## config.mk

```make
export PLATFORM = sky130hd
export DESIGN_NAME = ajb_step
export DESIGN_NICKNAME = d
export VERILOG_FILES = /design/src/rtl/ajb_pkg.sv /design/src/rtl/ajb_step.sv
export SDC_FILE = /design/constraint.sdc
export NUM_CORES = 1
export LEC_CHECK = 0
export BUFFER_PORTS_ARGS = -buffer_cell sky130_fd_sc_hd__buf_2
export CORE_MARGIN = 3
export CORE_UTILIZATION = 39
export DETAILED_ROUTE_END_ITERATION = 8
export GPL_TIMING_DRIVEN = 0
export MAX_ROUTING_LAYER = met4
export SYNTH_ARGS = -nofsm -noshare
export SYNTH_HDL_FRONTEND = slang
export SYNTH_SLANG_ARGS = --single-unit
```

## constraint.sdc

```tcl
create_clock -name vclk -period 15.8
set_input_delay 3.16 -clock vclk [all_inputs]
set_output_delay 3.16 -clock vclk [all_outputs]
set_load 0.03 [all_outputs]
```

## src/rtl/ajb_pkg.sv

```systemverilog
package ajb_pkg;

  localparam int CNT_W          = 18;
  localparam int DATA_W         = 8;
  localparam int FUNC_W         = 2;
  localparam int CFG_IDX_W      = 2;
  localparam int RING_DEPTH_DEF = 131072;

  localparam logic [CNT_W-1:0] PRIME_RST = CNT_W'(39321);

  // register indexes on the config port
  localparam logic [CFG_IDX_W-1:0] REG_CAPACITY = CFG_IDX_W'(0);
  localparam logic [CFG_IDX_W-1:0] REG_PRIME    = CFG_IDX_W'(1);

  typedef enum logic [FUNC_W-1:0] {
    FUNC_PUSH    = 2'd0,
    FUNC_POP     = 2'd1,
    FUNC_DISCARD = 2'd2
  } func_t;

  typedef struct packed {
    logic [CNT_W-1:0] rp;
    logic [CNT_W-1:0] fill;
    logic             primed;
  } ring_state_t;

  typedef struct packed {
    logic [DATA_W-1:0] data;
    logic              valid;
    logic              dropped;
    logic [CNT_W-1:0]  fill;
    logic              primed;
    logic              last;
  } result_t;

  typedef struct packed {
    logic              en;
    logic [CNT_W-1:0]  addr;
    logic [DATA_W-1:0] data;
  } mem_wr_t;

endpackage

```

## src/rtl/ajb_step.sv

```systemverilog
module ajb_step (
  input  logic [ajb_pkg::CNT_W-1:0]  cap,
  input  logic [ajb_pkg::CNT_W-1:0]  prime,
  input  ajb_pkg::ring_state_t       st,
  input  logic [ajb_pkg::FUNC_W-1:0] func,
  input  logic [ajb_pkg::DATA_W-1:0] data_in,
  input  logic                       last_in,
  input  logic [ajb_pkg::DATA_W-1:0] rdata,
  output ajb_pkg::ring_state_t       st_nxt,
  output ajb_pkg::result_t           res,
  output ajb_pkg::mem_wr_t           wr
);
  import ajb_pkg::*;

  logic [CNT_W:0]   rp_plus;
  logic [CNT_W-1:0] rp_wrap;
  logic             full;
  logic [CNT_W-1:0] rp_push;
  logic [CNT_W-1:0] fill_push;
  logic [CNT_W:0]   tail_sum;
  logic [CNT_W:0]   tail_red;
  logic [CNT_W-1:0] prime_eff;
  logic             cap_zero;
  logic             go;

  assign cap_zero  = (cap == '0);
  assign rp_plus   = {1'b0, st.rp} + (CNT_W+1)'(1);
  assign rp_wrap   = (rp_plus >= {1'b0, cap}) ? '0 : rp_plus[CNT_W-1:0];
  assign full      = (st.fill >= cap);
  assign rp_push   = full ? rp_wrap : st.rp;
  assign fill_push = full ? (cap - CNT_W'(1)) : st.fill;
  assign tail_sum  = {1'b0, rp_push} + {1'b0, fill_push};
  assign tail_red  = (tail_sum >= {1'b0, cap}) ? (tail_sum - {1'b0, cap}) : tail_sum;
  assign prime_eff = (prime > cap) ? cap : prime;
  assign go        = st.primed || (st.fill >= prime_eff);

  always_comb begin
    st_nxt      = st;
    res.data    = '0;
    res.valid   = 1'b0;
    res.dropped = 1'b0;
    wr.en       = 1'b0;
    wr.addr     = tail_red[CNT_W-1:0];
    wr.data     = data_in;
    case (func)
      FUNC_PUSH: begin
        if (!cap_zero) begin
          st_nxt.rp   = rp_push;
          st_nxt.fill = fill_push + CNT_W'(1);
          res.dropped = full;
          wr.en       = 1'b1;
        end
      end
      FUNC_POP: begin
        if (!cap_zero && go) begin
          if (st.fill == '0) begin
            st_nxt.primed = 1'b0;
          end else begin
            st_nxt.primed = 1'b1;
            st_nxt.rp     = rp_wrap;
            st_nxt.fill   = st.fill - CNT_W'(1);
            res.data      = rdata;
            res.valid     = 1'b1;
          end
        end
      end
      FUNC_DISCARD: begin
        st_nxt = '0;
      end
      default: begin
        st_nxt = st;
      end
    endcase
    res.fill   = st_nxt.fill;
    res.primed = st_nxt.primed;
    res.last   = last_in;
  end

endmodule

```

==> results by group <==
Outcome
  • Outcome: finished, final reports clean

Timing
  • Setup TNS: 0 ns
  • Final hold slack: 6.57 ns
  • Max_slew headroom: 0.137
  • Finish-stage setup viols: 0
  • RSZ-0062 raised after global routing: no
  • Setup ws final: 0.551 ns
  • Final hold viol count: 0
  • FMAX: 0.0656 GHz
  • Share of the clock period used by the worst path: 0.965
  • Pins Over Slew Limit: 0
  • Least-Margin Pin Slew: 1.29 ns
  • Final Critical Period: 15.25 ns

Worst setup path
  • Crit path required time: 12.64 ns
  • Buf/Inv on CP: 7
  • CP Capture Type: primary output
  • Crit path max fanout: 10
  • Setup CP Type: input pin to primary output
  • Most used cell, CP: o21ai_0
  • CP arrival: 12.09 ns
  • Critical-path cell with the highest stage delay: or4_1
  • Top Family by Delay on Critical Path: compound AO/OA/AOI/OAI gates
  • Critical Path Source Type: input pin
  • CP peak stage delay: 0.45 ns
  • CP startpoint: st[21]
  • WP depth: 42

Finish
  • Post-layout nets: 1379
  • Area Overhead vs Synth: 16.7%
  • FF+latch count: 0
  • Area of the multi-input gates: 6410 um2
  • Fillcell total: 1844
  • Post-Layout Cell Count: 1391
  • Share of layout cells above drive strength 1: 0.222
  • N_diodes: 0
  • Clkbuf count: 0
  • Utilization after layout: 0.468
  • Post-route design area: 8150 um2
  • Reg area: 0 um2

GRT
  • Vias in the first global route: 7621
  • Gr usage total: 0.257
  • Antenna violations before repair: 0
  • First-pass GRT wire length: 40.4 mm
  • GRT overflow: 0
  • Largest net degree at the start of global routing: 11

Power
  • Peak VDD IR: 0.000132 V
  • Total power: 0.729 mW
  • Leakage: 4.01 nW
  • Power Density: 89.4 nW/um2

Worst hold path
  • Hold depth: 2
  • Hold Startpoint: data_in[2]
  • Hold worst-path end: wr[2]
  • HP Class: input pin to primary output

Logic synthesis
  • Ranking of synthesized cells by area: ha_1 (21%), o21ai_0 (6.0%), xnor2_1 (5.6%)
  • Mapped Cells: 997
  • Yosys top cell by area: ha_1
  • Most common cell in the netlist: ha_1
  • Syn Nets: 1208
  • Share of the yosys chip area belonging to registers: 0
  • Synth Warn #: 0
  • Post-synth top cells: ha_1 (117), nor2_1 (92), o21ai_0 (84), nand2_1 (62), a21oi_1 (61)
  • Syn Area/Cell: 7.01 um2
  • Netlist cell types: 79
  • Netlist Area Pre-Place: 6990 um2
  • Post-synth top area share: 0.210

Placed design
  • Placement Cell Area: 8120 um2
  • Pre-CTS WS: -0.232 ns
  • Hpwl dp: 22.0 mm
  • GPL Wtd Cong: 0.977
  • Port Buf Inserts: 171
  • Placed cells: 1393

Flow run
  • Maxcap violations: 0

Detailed routing
  • Avg WL per Cell: 18.6 um
  • DRC Markers: 0
  • Detail Route Antenna Nets: 0
  • Vias per cell: 5.83
  • Via count: 8111
  • Pre-antenna DRT Iters: 6
  • WL final: 25.8 mm
  • Drt initial violations: 604

Die
  • Core footprint: 17400 um2
  • Initial core utilization: 0.401
  • # rows: 48
  • Die ar.: 19600 um2
  • Die Y-Extent: 140 um
  • Die width: 140 um
  • Io pins: 186

Clocking
  • Hold Buf Count CTS: 0
-- metal layers --
metal  vias up  GRT usage  part of all wire
met5         -          -                 0
met4         0     0.0704             0.031
met3        48     0.0196             0.065
met2       315      0.424              0.46
met1      3695      0.340              0.44
li1       4053          -                 -
-- timing repair --
action	4_1_cts	5_1_grt
buffers inserted	0	1
resized for setup	2	5
setup endpoints to repair	14	18
-- layout make-up --
class | instances | share of cell area
multi-input cells | 876 | 0.786
repair buffers | 172 | 0.106
plain buffers | 75 | 0.0534
well taps | 225 | 0.0345
inverters | 43 | 0.0198
-- report_power, final --
group	leakage (nW)	internal (mW)	switching, mW
registers	0	0	0
logic	4.01	0.280	0.449
clock network	0	0	0
total	4.01	0.280	0.449
-- worst max-delay path by stage --
stage / endpoint / slack (ns)
2_1_floorplan: wr[8] / 1.50
3_3_place_gp: wr[21] / -0.19
3_5_place_dp: wr[21] / -0.23
4_1_cts: wr[21] / 0.01
5_1_grt: wr[18] / 0.003
6_report: wr[21] / 0.55
-- kinds of logic (layout without fill, tap and decap cells) --
| family | after synthesis | in the layout | share of synthesized area |
|---|---|---|---|
| simple gates | 337 | 337 | 0.253 |
| compound gates | 306 | 306 | 0.291 |
| buf+inv | 121 | 290 | 0.0869 |
| fa+ha+maj | 119 | 119 | 0.215 |
| xor+xnor | 72 | 72 | 0.0903 |
| mux | 42 | 42 | 0.0634 |
-- layout by cell type (no fill, tap or decap), types with 18 or more instances in the layout --
cell      netlist  layout
a21o_1         31      31
a21oi_1        61      61
and3_1         34      33
buf_2           5     177
buf_4          29      30
clkbuf_1       36      32
ha_1          117     117
inv_1          43      43
mux2_2         18      18
mux2i_1        24      24
nand2_1        62      62
nand3_1        29      29
nand4_1        24      24
nor2_1         92      92
nor3_1         19      19
o21ai_0        84      84
xnor2_1        45      45
xor2_1         27      27
(Power assumes the default switching activity.)
